File: src/design/spm2_pkg.sv
// shared types and constants of the sprite mode 2 unit
package spm2_pkg;

   typedef enum logic [1:0] {
      OP_WRITE  = 2'd0,
      OP_EVAL   = 2'd1,
      OP_RENDER = 2'd2,
      OP_NONE   = 2'd3
   } op_type;

   localparam logic [1:0] CSR_DISABLE = 2'd0;
   localparam logic [1:0] CSR_LARGE   = 2'd1;
   localparam logic [1:0] CSR_ATTR    = 2'd2;
   localparam logic [1:0] CSR_PATTERN = 2'd3;

   localparam logic [7:0]  END_MARK    = 8'hd8;
   localparam logic [16:0] ATTR_MASK   = 17'h1fe00;
   localparam logic [16:0] COLOR_MASK  = 17'h1fc00;
   localparam logic [7:0]  EARLY_SHIFT = 8'd32;

   typedef struct packed {
      logic [1:0]  operation;
      logic [16:0] mem_address;
      logic [7:0]  mem_data;
      logic [7:0]  line;
      logic [7:0]  column;
      logic [3:0]  color_in;
   } req_type;

   typedef struct packed {
      logic [3:0] color_out;
      logic       collision_flag;
      logic       overflow_flag;
      logic [4:0] overflow_index;
   } rsp_type;

   typedef struct packed {
      logic        sprite_disable;
      logic        large_sprites;
      logic [16:0] attribute_base;
      logic [16:0] pattern_base;
   } cfg_type;

endpackage

File: src/design/spm2_front.sv
// input stage: accepts requests and queues them for the engine
module spm2_front
   import spm2_pkg::*;
#(
   parameter int DEPTH = 2
) (
   input  logic    clock,
   input  logic    reset,
   input  logic    push,
   input  req_type push_data,
   output logic    full,
   input  logic    take,
   output logic    ready,
   output req_type head
);
   localparam int AW = (DEPTH > 1) ? $clog2(DEPTH) : 1;

   req_type        q_ff [DEPTH];
   logic [AW-1:0]  wr_ff, wr_in, rd_ff, rd_in;
   logic [AW:0]    cnt_ff, cnt_in;
   logic           do_push, do_pop;

   assign full    = (cnt_ff == (AW+1)'(DEPTH));
   assign ready   = (cnt_ff != '0);
   assign head    = q_ff[rd_ff];
   assign do_push = push && !full;
   assign do_pop  = take && ready;

   always_comb begin
      wr_in  = wr_ff;
      rd_in  = rd_ff;
      cnt_in = cnt_ff;
      if (do_push) begin
         wr_in = (wr_ff == AW'(DEPTH-1)) ? '0 : wr_ff + 1'b1;
      end
      if (do_pop) begin
         rd_in = (rd_ff == AW'(DEPTH-1)) ? '0 : rd_ff + 1'b1;
      end
      if (do_push && !do_pop) begin
         cnt_in = cnt_ff + 1'b1;
      end else if (!do_push && do_pop) begin
         cnt_in = cnt_ff - 1'b1;
      end
   end

   always_ff @(posedge clock) begin
      if (reset) begin
         wr_ff  <= '0;
         rd_ff  <= '0;
         cnt_ff <= '0;
      end else begin
         wr_ff  <= wr_in;
         rd_ff  <= rd_in;
         cnt_ff <= cnt_in;
      end
      if (do_push) begin
         q_ff[wr_ff] <= push_data;
      end
   end

`ifndef SYNTHESIS
   a_no_overfill: assert property (@(posedge clock) disable iff (reset)
      full |=> !(cnt_ff > (AW+1)'(DEPTH)))
      else $error("front queue overfilled");
   a_pop_nonempty: assert property (@(posedge clock) disable iff (reset)
      (!ready && !push) |=> !ready)
      else $error("front queue became nonempty without a push");
   a_count_tracks: assert property (@(posedge clock) disable iff (reset)
      (do_push && !do_pop) |=> (cnt_ff == $past(cnt_ff) + 1'b1))
      else $error("front queue count slip");
`endif
endmodule

File: config.mk
export PLATFORM = sky130hd
export DESIGN_NAME = spm2_front
export DESIGN_NICKNAME = d
export VERILOG_FILES = /design/src/design/spm2_pkg.sv /design/src/design/spm2_front.sv
export SDC_FILE = /design/constraint.sdc
export NUM_CORES = 1
export LEC_CHECK = 0
export BUFFER_PORTS_ARGS = -buffer_cell sky130_fd_sc_hd__buf_2
export CAP_MARGIN = 20
export CORE_MARGIN = 2
export CORE_UTILIZATION = 46
export CTS_CLUSTER_SIZE = 40
export DETAILED_ROUTE_END_ITERATION = 12
export PLACE_DENSITY = 0.74
export SETUP_SLACK_MARGIN = 0.3
export SLEW_MARGIN = 0
export SYNTH_ARGS = -nofsm -noshare
export SYNTH_HDL_FRONTEND = slang
export SYNTH_SLANG_ARGS = --single-unit
File: constraint.sdc
create_clock -name clock -period 2.2 [get_ports clock]
set_input_delay 0.22 -clock clock [delete_from_list [all_inputs] [get_ports clock]]
set_output_delay 0.22 -clock clock [all_outputs]
set_load 0.005 [all_outputs]
# ---- After elaboration in Yosys (flattened, before gate mapping)
# Memories as Yosys holds them, arrays and structs flattened. A register that Yosys moved wholly into a read port is not among the register bits.
# Cells that the tools add are included.
dict set report totals {
  n_memories 1
  reg_bits 4
  mem_bits_rw 94
  word_cells 26
  in_bits 51
  output_inout_bits 49
}
# name words word_bits rd rd_ports_with_merged_regs wr line
set mem_list {}
lappend mem_list {q_ff 2 47 1 1 1 spm2_front.sv:18} ;# req_type q_ff [DEPTH];
dict set report classes {
  n_addsub 4
  reduce_logical 9
  n_eq_ne 1
  n_mux 8
}
# cell count
set ops {}
lappend ops {{two-way mux 1 bit} 6}
lappend ops {{logical AND 1 bit} 4}
lappend ops {{two-way mux 2 bit} 2}
lappend ops {{nonzero test 2 bit} 2}
lappend ops {{zero test 1 bit} 3}
lappend ops {{adder 1 bit, second input constant} 2}
lappend ops {{adder 2 x 1 -> 2 bit, second input constant} 1}
lappend ops {{equality test 2 bit, second input constant} 1}
lappend ops {{subtractor 2 x 1 -> 2 bit, second input constant} 1}

# ---- Longest topological paths before layout
# Gate-level depths: netlist (run 1).
dict set report logic_depth {
  depth_word 7
  ltp_mapped 6
  mapped_depth_nobuf 6
}

# ---- Least setup slack after synthesis (run 1)
# Ideal clock, no wire load.
dict set report synth_timing {
  path_kind {register to register}
  start {register cnt_ff[1]}
  end {memory q_ff[1][0] (netlist name), enable pin}
  path_buffers 0
  arrival_time_ps 1737
  setup_time_ps 409
  path_stages_with_launch 4
  period_less_slack_ps 2147
  path_slack_ps 53
  required_ps 1791
  path_cell_list {dfxtp_1 nor2b_2 nor2_1 and2_1}
}
dict set report synth_via {
  elab_chain_cells 5
}
# element line
set synth_rtl {}
lappend synth_rtl {{start: declaration} spm2_front.sv:20} ;# logic [AW:0] cnt_ff, cnt_in;
lappend synth_rtl {{start signal: assignment} spm2_front.sv:54} ;# cnt_ff <= cnt_in;
lappend synth_rtl {{equality test 2 bit} spm2_front.sv:23} ;# assign full = (cnt_ff == (AW+1)'(DEPTH));
lappend synth_rtl {{named net full} spm2_front.sv:11} ;# output logic full,
lappend synth_rtl {{zero test 1 bit} spm2_front.sv:26} ;# assign do_push = push && !full;
lappend synth_rtl {{logical AND 1 bit} spm2_front.sv:26}
lappend synth_rtl {{two-way mux 1 bit} spm2_front.sv:56} ;# if (do_push) begin
lappend synth_rtl {{two-way mux 1 bit (implied by the code)} spm2_front.sv:57} ;# q_ff[wr_ff] <= push_data;
lappend synth_rtl {{end: declaration} spm2_front.sv:18}
# The timed path passes the listed nets, and every way through them passes these cells.

==> results by group, run 1 <==
CTS
  • CTS buffer count: 9
  • Hold Buf Count CTS: 0
  • Worst-Skew Late Latency: 0.35 ns
  • Clock sink count: 99
  • Clk root buf: clkbuf_8
  • Post-CTS setup buffers: 0
  • Post-CTS resize count: 0
  • H-Tree Level Count: 3
  • Clock-pin transition on the worst setup and hold timing paths: 0.09 ns
  • Clk buf depth: 2
  • CTS tree: done

Floorplanning
  • Die area: 8570 sq um
  • Core area: 7650 sq um
  • FP Rows: 32
  • Initial Utilization: 0.472
  • Die H: 92.6 um
  • # IOs: 100
  • Die Wd: 92.6 um

Worst setup path
  • Critical path endpoint category: output port
  • CP Launch Type: flip-flop
  • Cell chain of the critical path: buf_12 > mux2_2 > buf_2
  • Critical Path Max Stage Delay: 0.38 ns
  • Critical path class: reg -> out
  • Worst EP arrival: 1.47 ns
  • Crit path max-delay family: buffers and inverters
  • Crit path max-delay cell type: mux2_2
  • Crit path buffers/inverters: 2
  • CP max FO: 47
  • Critical Path RT: 1.98 ns

Global route
  • GR Util All Layers: 0.140
  • Vias in the first global route: 1,877
  • Largest net degree at the start of global routing: 48
  • Total gr overflow: 0
  • First-pass GRT wire length: 8.80 mm
  • Initial antenna violation count: 0

Cells and area
  • Fin area: 4430 sq um
  • Commonest non-fill, non-tap cells in the layout: buf_2 (99), edfxtp_1 (94), mux2_2 (47)
  • Final core utilization: 0.580
  • Area delta synth->final: 22.9%
  • Diodes inserted: 0
  • Fin cells: 387
  • Layout cells sized above 1: 0.593
  • Area occupied by multi-input gates: 643 sq um
  • Fillers: 610
  • Reg area: 2920 sq um
  • Final net count: 333
  • Leading cell type in the layout, fill and taps excluded: buf_2

Drt
  • Iter 0 DRT Violations: 60
  • DRC: 0
  • Total number of vias: 1,833
  • Routed length per placed instance: 15.3 um
  • TritonRoute pass-1 iters: 4
  • Final WL: 5.91 mm
  • Via/cell ratio: 4.74
  • Final ANT Viol Nets: 0

Status
  • Status: completed

Power
  • VDD IR max: 0.529 mV
  • Sw frac: 0.257
  • Seq pwr share: 0.520
  • Sw power: 1.20 mW
  • Areal power density over the cells: 1060 nW/um^2
  • P_leak: 1.65 nW
  • Int Pwr: 3.49 mW
  • Clock group share of total power: 0.230
  • Comb pwr share: 0.250

Worst hold path
  • Hold/Removal Path Class: in -> reg

Synth
  • Sequential area share after synthesis: 0.810
  • Flops & latches, synth: 99
  • Synth area leader: edfxtp_1
  • Synth Instances: 171
  • Synthesized area: 3610 sq um
  • Main area contributors after synthesis: edfxtp_1 (78%), mux2_2 (15%), dfxtp_1 (2.8%), buf_4 (0.83%), xor2_1 (0.73%)
  • Mapped Nets: 223
  • Mean Syn Cell Area: 21.1 sq um
  • Ys Warns: 0
  • Synth cell types: 15
  • Synth top area share: 0.783

STA
  • Slew headroom: 0.755
  • Unrepaired setup endpoints after global routing: no
  • Setup violations, final: 0
  • Final-report hold violation count: 0
  • Max-slew violations: 0
  • Worst-Margin Slew: 0.364 ns
  • F_max: 591 MHz
  • Final period util: 0.769
  • Post-route setup TNS: 0 ns
  • Fin crit period: 1.69 ns
  • Skew final: 0.00695 ns

Place
  • RD Place Congestion: 0.742
  • Port bufs: 99
  • Cells after DPL: 372
  • DP Wirelength: 3.88 mm
  • Area after detailed placement: 4250 sq um

Job
  • Maxcap violations: 0
[power groups by stage]
| stage | sequential [mW] | clock (mW) | combinational, mW |
|---|---|---|---|
| global route | 2.46 | 1.18 | 1.30 |
| CTS | 2.44 | 1.10 | 1.21 |
| finish | 2.44 | 1.08 | 1.17 |
| floorplan | 2.46 | 0 | 0.728 |
| global placement | 2.47 | 0 | 1.18 |
| detailed placement | 2.49 | 0 | 1.20 |
[final timing paths]
check	start	end	slack, ns	cells past startpoint
max reg2reg	cnt_ff[0]	q_ff[0][21]	0.53	4
min	push_data[19]	q_ff[1][19]	0.05	1
min reg2reg	wr_ff	wr_ff	0.50	2
max	flip-flop	head[28]	0.51	3
[through the flow]
stage,worst slack [ns],power [mW],hold slack [ns]
final,0.509,4.70,0.0505
after global routing,0.433,4.94,0.0276
after CTS,0.477,4.76,0.0377
after detailed placement,0.528,3.69,0.412
after global placement,0.583,3.65,0.409
after floorplan,0.439,3.19,0.289
[worst register-to-register path: cells and delay by family, from the launching register on]
kind                   cells  cell delay [ns]
and+or+nand+nor            2             0.46
buffers and inverters      2             0.43
DFF                        1             0.44
[cells by family after synthesis]
logic type,count (synthesis),synth area share
AOI/OAI and AO/OA,5,0.00694
buffers and inverters,7,0.0118
adders and majority gates,1,0.00347
xor gates and xnor gates,3,0.00729
DFF,99,0.810
muxes,47,0.147
and+or+nand+nor,9,0.0135
[per-layer routing]
metal	track usage	part of all wire	routed length [um]	vias to the layer above
met3	0.0578	0.063	375	5
met5	0	0	0	-
met1	0.161	0.41	2440	883
met2	0.235	0.52	3080	61
li1	-	-	-	884
met4	0.0485	0.0037	22	0
[final cells by class]
| class | count | area share |
|---|---|---|
| Multi-Input combinational cell | 65 | 0.145 |
| Inverter | 2 | 0.00254 |
| Sequential cell | 99 | 0.660 |
| Timing Repair Buffer | 104 | 0.123 |
| Clock inverter | 6 | 0.0130 |
| Clock buffer | 9 | 0.0279 |
| Tap cell | 102 | 0.0288 |
[synth_stat cells]
| cell type | instances |
|---|---|
| dfxtp_1 | 5 |
| ha_1 | 1 |
| mux2_2 | 47 |
| or3_1 | 2 |
| inv_1 | 2 |
| nor2b_2 | 1 |
| and2_1 | 1 |
| nor2_1 | 4 |
| buf_2 | 1 |
| a21oi_1 | 2 |
| buf_4 | 4 |
| xor2_1 | 3 |
| edfxtp_1 | 94 |
| or2_2 | 1 |
| o21ai_0 | 3 |
[registers in the layout (all words and copies together), names as in the netlist, named ones only]
| signal | count |
|---|---|
| wr_ff | 1 |
| rd_ff | 1 |
| q_ff | 94 |
| cnt_ff | 2 |
Note: power is estimated with default switching activity, not from simulation.
==> inputs of run 2 (changes only) <==
--- a/config.mk
+++ b/config.mk
@@ -5,13 +5,14 @@
 export SDC_FILE = /design/constraint.sdc
 export NUM_CORES = 1
 export LEC_CHECK = 0
+export ABC_AREA = 1
 export BUFFER_PORTS_ARGS = -buffer_cell sky130_fd_sc_hd__buf_2
 export CAP_MARGIN = 20
 export CORE_MARGIN = 2
-export CORE_UTILIZATION = 46
+export CORE_UTILIZATION = 52
 export CTS_CLUSTER_SIZE = 40
 export DETAILED_ROUTE_END_ITERATION = 12
-export PLACE_DENSITY = 0.74
+export PLACE_DENSITY = 0.79
 export SETUP_SLACK_MARGIN = 0.3
 export SLEW_MARGIN = 0
 export SYNTH_ARGS = -nofsm -noshare
==> constraint.sdc (replaced) <==
create_clock -name clock -period 1.6 [get_ports clock]
set_input_delay 0.16 -clock clock [delete_from_list [all_inputs] [get_ports clock]]
set_output_delay 0.16 -clock clock [all_outputs]
set_load 0.005 [all_outputs]
==> run 2 against run 1 <==
Compared with the run above: the run now ends with negative setup slack left; clock power increased by 39%; worst setup slack worse by 0.51 ns; via count is 19% higher; clock skew about the same; die area down 7.5%; sequential share of layout area shrank 14 points; cell area is 28% higher; non-clock buffer count up 58; critical endpoint is now head[0]; largest cell class unchanged.
==> results by group, run 2 <==
Status
  • Status: finished, violations left
  • Violated checks: negative setup slack

CTS
  • CTS buffer count: 9
  • Clock-pin transition on the worst setup and hold timing paths: 0.09 ns
  • Clk buf depth: 2
  • Worst-Skew Late Latency: 0.35 ns
  • Clock sink count: 99
  • H-Tree Level Count: 3
  • CTS tree: done
  • Clk root buf: clkbuf_8

Floorplanning
  • Core area: 6910 sq um
  • # IOs: 100
  • FP Rows: 30
  • Die H: 89.0 um
  • Die Wd: 89.0 um
  • Initial Utilization: 0.544
  • Die area: 7920 sq um

STA
  • Worst hold margin: 0.0236 ns
  • Final period util: 1.00
  • Post-route setup TNS: -0.0128 ns
  • Slew headroom: 0.875
  • Worst-Margin Slew: 0.188 ns
  • Final-report hold violation count: 0
  • Skew final: 0.00718 ns
  • Fin crit period: 1.61 ns
  • Final WS setup: -0.00521 ns
  • F_max: 623 MHz
  • Unrepaired setup endpoints after global routing: yes
  • Setup violations, final: 3
  • Max-slew violations: 0

Worst setup path
  • Critical Path RT: 1.44 ns
  • CP Launch Type: flip-flop
  • Crit path buffers/inverters: 3
  • CP max FO: 6
  • Worst Reg2Reg Path Length in Cells: 6
  • Reg2reg end: q_ff[1][16]
  • FF-to-FF Start: cnt_ff[1]
  • CP endpoint: head[0]
  • Crit path max-delay cell type: dfxtp_4
  • R2R setup slack: 0.33 ns
  • Crit path max-delay family: flip-flops
  • Worst EP arrival: 1.45 ns
  • Cell chain of the critical path: buf_12 > clkbuf_16 > mux2_4 > buf_6
  • Critical Path Max Stage Delay: 0.40 ns
  • Critical path class: reg -> out
  • Stages on the worst setup path: 4
  • Critical path endpoint category: output port

Synth
  • Ys Warns: 0
  • Main area contributors after synthesis: edfxtp_1 (75%), mux2_4 (12%), mux2_2 (5.1%), dfxtp_1 (2.7%), buf_6 (1.2%)
  • Mapped Nets: 235
  • Flops & latches, synth: 99
  • Top FF cell, synth: edfxtp_1
  • Synth top area share: 0.751
  • Top cells by count, synth: edfxtp_1 (94), mux2_4 (30), mux2_2 (17)
  • Synthesized area: 3760 sq um
  • Sequential area share after synthesis: 0.778
  • Synth Instances: 183
  • Synth cell types: 15
  • Synth area leader: edfxtp_1
  • Number of flops mapped to enable cells by yosys: 94
  • Synth async-reset ratio: 0
  • Top-count cell post-synth: edfxtp_1
  • Mean Syn Cell Area: 20.5 sq um

Place
  • Cells after DPL: 379
  • Port bufs: 99
  • RD Place Congestion: 0.693
  • DP Wirelength: 4.22 mm
  • Area after detailed placement: 4470 sq um

Power
  • Sw frac: 0.259
  • VDD IR max: 0.998 mV
  • Areal power density over the cells: 1350 nW/um^2
  • Sw power: 1.99 mW
  • Total power: 7.66 mW
  • Seq pwr share: 0.448
  • Comb pwr share: 0.356
  • Clock group share of total power: 0.196
  • Int Pwr: 5.67 mW
  • P_leak: 2.27 nW

Cells and area
  • Biggest regs: q_ff (94), cnt_ff (2)
  • Fillers: 368
  • Commonest non-fill, non-tap cells in the layout: edfxtp_1 (94), buf_6 (52), buf_2 (52)
  • Area delta synth->final: 51.5%
  • Final net count: 403
  • Layout cells sized above 1: 0.537
  • Diodes inserted: 0
  • Area occupied by multi-input gates: 865 sq um
  • Reg with most FFs: q_ff
  • Largest register FFs: 94
  • Leading cell type in the layout, fill and taps excluded: edfxtp_1
  • Reg area: 2930 sq um
  • Fin cells: 452
  • Fin area: 5690 sq um

Drt
  • Total number of vias: 2,179
  • Final WL: 7.71 mm
  • Iter 0 DRT Violations: 102
  • Routed length per placed instance: 17.0 um
  • DRC: 0
  • Final ANT Viol Nets: 0
  • Via/cell ratio: 4.82
  • TritonRoute pass-1 iters: 5

Job
  • Maxcap violations: 0

Global route
  • First-pass GRT wire length: 10.9 mm
  • Initial antenna violation count: 0
  • GR Util All Layers: 0.191
  • Largest net degree at the start of global routing: 26
  • Vias in the first global route: 2,264
  • Total gr overflow: 0

Worst hold path
  • Hold Path Depth: 1
  • Hold/Removal Path Class: in -> reg
run 2: cell count changes after synthesis, moves of 2 or more:
cell	change
xor2_1	-3
nor2_1	+4
buf_4	-4
nand3_1	+2
mux2_2	-30
buf_6	+4
or3_1	-2
nand2_1	+7
inv_1	+6
mux2_4	+30
run 2: per-layer routing:
| layer | vias up | GRT usage | part of all wire |
|---|---|---|---|
| met1 | 1068 | 0.222 | 0.38 |
| met5 | - | 0 | 0 |
| li1 | 1032 | - | - |
| met4 | 0 | 0.0692 | 0.014 |
| met2 | 69 | 0.345 | 0.57 |
| met3 | 10 | 0.0471 | 0.039 |
run 2: stage by stage:
stage,utilization,setup WS [ns]
3_5_place_dp,0.647,0.164
6_report,0.824,-0.00521
4_1_cts,0.792,-0.0220
3_3_place_gp,0.647,0.269
2_1_floorplan,-,0.00571
5_1_grt,0.824,-0.0448
run 2: worst min-delay path by stage:
stage | start | endpoint
2_1_floorplan | push_data[0] | q_ff[0][0]
3_3_place_gp | push_data[13] | q_ff[1][13]
3_5_place_dp | push_data[8] | q_ff[1][8]
4_1_cts | push_data[26] | q_ff[1][26]
5_1_grt | push_data[29] | q_ff[0][29]
6_report | push_data[29] | q_ff[0][29]
run 2: worst register-to-register path, stage by stage, from the launching register on:
cell and delay [ns]:
dfxtp_2 0.34, inv_4 0.08, o21ai_4 0.06, buf_6 0.13
nor2_4 0.10, buf_6 0.13, buf_12 0.14
run 2: power by group through the flow:
stage / logic [mW] / registers (mW) / clock network, mW
3_5_place_dp: 1.80 / 3.46 / 0
6_report: 2.73 / 3.43 / 1.50
3_3_place_gp: 1.75 / 3.42 / 0
2_1_floorplan: 1.11 / 3.42 / 0
4_1_cts: 2.50 / 3.42 / 1.53
5_1_grt: 2.91 / 3.47 / 1.61
run 2: repair_timing:
action | CTS | global route
setup buffers | 2 | 3
endpoints found under the setup margin | 49 | 93
hold endpoints to repair | 79 | 10
pin swaps | 4 | 5
hold buffers | 41 | 5
gates cloned | 1 | 5
resized for setup | 68 | 12
run 2: cells by family after synthesis:
| logic type | after synthesis | share of synthesized area |
|---|---|---|
| DFF | 99 | 0.778 |
| muxes | 47 | 0.171 |
| and+or+nand+nor | 18 | 0.0193 |
| buffers and inverters | 13 | 0.0213 |
| AOI/OAI and AO/OA | 5 | 0.00766 |
| adders and majority gates | 1 | 0.00333 |
run 2: final cells by class:
| class | instances | area share |
|---|---|---|
| flip-flops and latches | 99 | 0.515 |
| repair buffers | 162 | 0.273 |
| multi-input cells | 71 | 0.152 |
| clock buffers | 10 | 0.0224 |
| well taps | 96 | 0.0211 |
| clock inverters | 6 | 0.00989 |
| inverters | 8 | 0.00615 |
==> inputs of run 3 (changes only) <==
--- a/config.mk
+++ b/config.mk
@@ -12,6 +12,7 @@
 export CORE_UTILIZATION = 52
 export CTS_CLUSTER_SIZE = 40
 export DETAILED_ROUTE_END_ITERATION = 12
+export MAX_ROUTING_LAYER = met4
 export PLACE_DENSITY = 0.79
 export SETUP_SLACK_MARGIN = 0.3
 export SLEW_MARGIN = 0
==> constraint.sdc (replaced) <==
create_clock -name clock -period 1.75 [get_ports clock]
set_input_delay 0.175 -clock clock [delete_from_list [all_inputs] [get_ports clock]]
set_output_delay 0.175 -clock clock [all_outputs]
set_load 0.005 [all_outputs]
==> run 3 against run 2 <==
Compared with the run above: the run now ends clean; core utilization shrank 5.5 points; sequential power shrank 9.0%; highest routed layer unchanged; cell area shrank 6.7%; combinational power shrank 27%; clock power grew 15%; critical path type unchanged; flip-flop and latch count is the same; first-iteration DRC count shrank 17%.
==> results by group, run 3 (synthesized netlist as in run 2, its figures left out) <==
Floorplanning
  • Die H: 89.0 um
  • Core area: 6910 sq um
  • # IOs: 100
  • FP Rows: 30
  • Initial Utilization: 0.544
  • Die area: 7920 sq um
  • Die Wd: 89.0 um

Drt
  • Routed length per placed instance: 15.9 um
  • Via/cell ratio: 4.76
  • Total number of vias: 2,103
  • Final ANT Viol Nets: 0
  • Iter 0 DRT Violations: 85
  • Final WL: 7.04 mm
  • DRC: 0
  • TritonRoute pass-1 iters: 6

Cells and area
  • Layout cells sized above 1: 0.555
  • Final net count: 393
  • Final core utilization: 0.769
  • Fillers: 419
  • Reg with most FFs: q_ff
  • Fin area: 5310 sq um
  • Commonest non-fill, non-tap cells in the layout: buf_2 (99), edfxtp_1 (94), dlygate4sd3_1 (32)
  • Area delta synth->final: 41.3%
  • Leading cell type in the layout, fill and taps excluded: buf_2
  • Largest register FFs: 94
  • Diodes inserted: 0
  • Biggest regs: q_ff (94), cnt_ff (2)

Worst setup path
  • Cell chain of the critical path: buf_4 > clkbuf_16 > mux2_4 > buf_2
  • Worst EP arrival: 1.47 ns
  • CP Launch Type: flip-flop
  • CP max FO: 5
  • Critical path endpoint category: output port
  • Crit path buffers/inverters: 3
  • Crit path max-delay cell type: dfxtp_4
  • Critical Path Max Stage Delay: 0.37 ns
  • Critical Path RT: 1.57 ns
  • Crit path max-delay family: buffers and inverters
  • Critical path class: reg -> out

CTS
  • Worst-Skew Late Latency: 0.35 ns
  • Clock-pin transition on the worst setup and hold timing paths: 0.09 ns
  • CTS buffer count: 9
  • Clk buf depth: 2
  • CTS tree: done
  • Clk root buf: clkbuf_8
  • H-Tree Level Count: 3
  • Clock sink count: 99

Place
  • Port bufs: 99
  • Area after detailed placement: 4430 sq um
  • DP Wirelength: 4.06 mm
  • RD Place Congestion: 0.722

Global route
  • GR Util All Layers: 0.177
  • Largest net degree at the start of global routing: 45
  • First-pass GRT wire length: 9.80 mm
  • Initial antenna violation count: 0
  • Vias in the first global route: 2,163
  • Total gr overflow: 0

Worst hold path
  • Hold/Removal Path Class: in -> reg

STA
  • Final period util: 0.938
  • Fin crit period: 1.64 ns
  • Final-report hold violation count: 0
  • F_max: 609 MHz
  • Skew final: 0.00924 ns
  • Setup violations, final: 0
  • Unrepaired setup endpoints after global routing: yes
  • Max-slew violations: 0
  • Worst-Margin Slew: 0.191 ns
  • Post-route setup TNS: 0 ns
  • Slew headroom: 0.873

Power
  • P_leak: 2.11 nW
  • Total power: 6.84 mW
  • Areal power density over the cells: 1290 nW/um^2
  • VDD IR max: 0.778 mV

Job
  • Maxcap violations: 0

Status
  • Status: completed
## run 3: final timing paths
kind,slack [ns],endpoint,from,depth (start not counted)
worst max register to register,0.28,q_ff[1][8],cnt_ff[1],7
worst min register to register,0.52,rd_ff,rd_ff,2
worst max-delay path,0.11,head[10],flip-flop,4
worst min-delay path,0.02,q_ff[1][11],push_data[11],1
## run 3: metal layers
layer | GRT usage | vias to the layer above | part of all wire
li1 | - | 1024 | -
met1 | 0.190 | 1008 | 0.42
met2 | 0.311 | 60 | 0.53
met3 | 0.0379 | 11 | 0.038
met4 | 0.0882 | 0 | 0.017
met5 | - | - | 0
## run 3: where the power goes
part	internal, mW	switching [mW]
Combinational	1.15	0.848
Clock	0.993	0.730
Sequential	3.00	0.113
Total	5.15	1.69
## run 3: layout make-up
| type | count | area, sq um | area share |
|---|---|---|---|
| Sequential cell | 99 | 2930 | 0.552 |
| Timing Repair Buffer | 152 | 1190 | 0.224 |
| Multi-Input combinational cell | 71 | 793 | 0.149 |
| Clock buffer | 12 | 145 | 0.0273 |
| Tap cell | 96 | 120 | 0.0226 |
| Clock inverter | 4 | 98.8 | 0.0186 |
| Inverter | 8 | 32.5 | 0.00612 |
## run 3: through the flow
step                      setup WS, ns  std cells  hold WS (ns)
final                            0.109        442        0.0172
after global routing            0.0740        442       0.00241
after CTS                        0.115        431      0.000319
after detailed placement         0.277        378         0.366
after global placement           0.401        378         0.362
after floorplan                  0.156        183         0.274
## run 3: worst register-to-register path, cell delays in order (launching register included)
cell	delay, ns
dfxtp_2	0.35
inv_4	0.08
o21ai_4	0.06
buf_6	0.13
buf_12	0.12
nor2_4	0.11
buf_12	0.15
buf_4	0.19
## run 3: timing repair
item | 4_1_cts | 5_1_grt
gates resized for setup | 5 | 7
endpoints found under the setup margin | 48 | 131
pin swaps | 1 | 3
buffers inserted | 4 | 2
cloned | 1 | 9
hold endpoints to repair | 56 | 0
hold buffers | 32 | 0
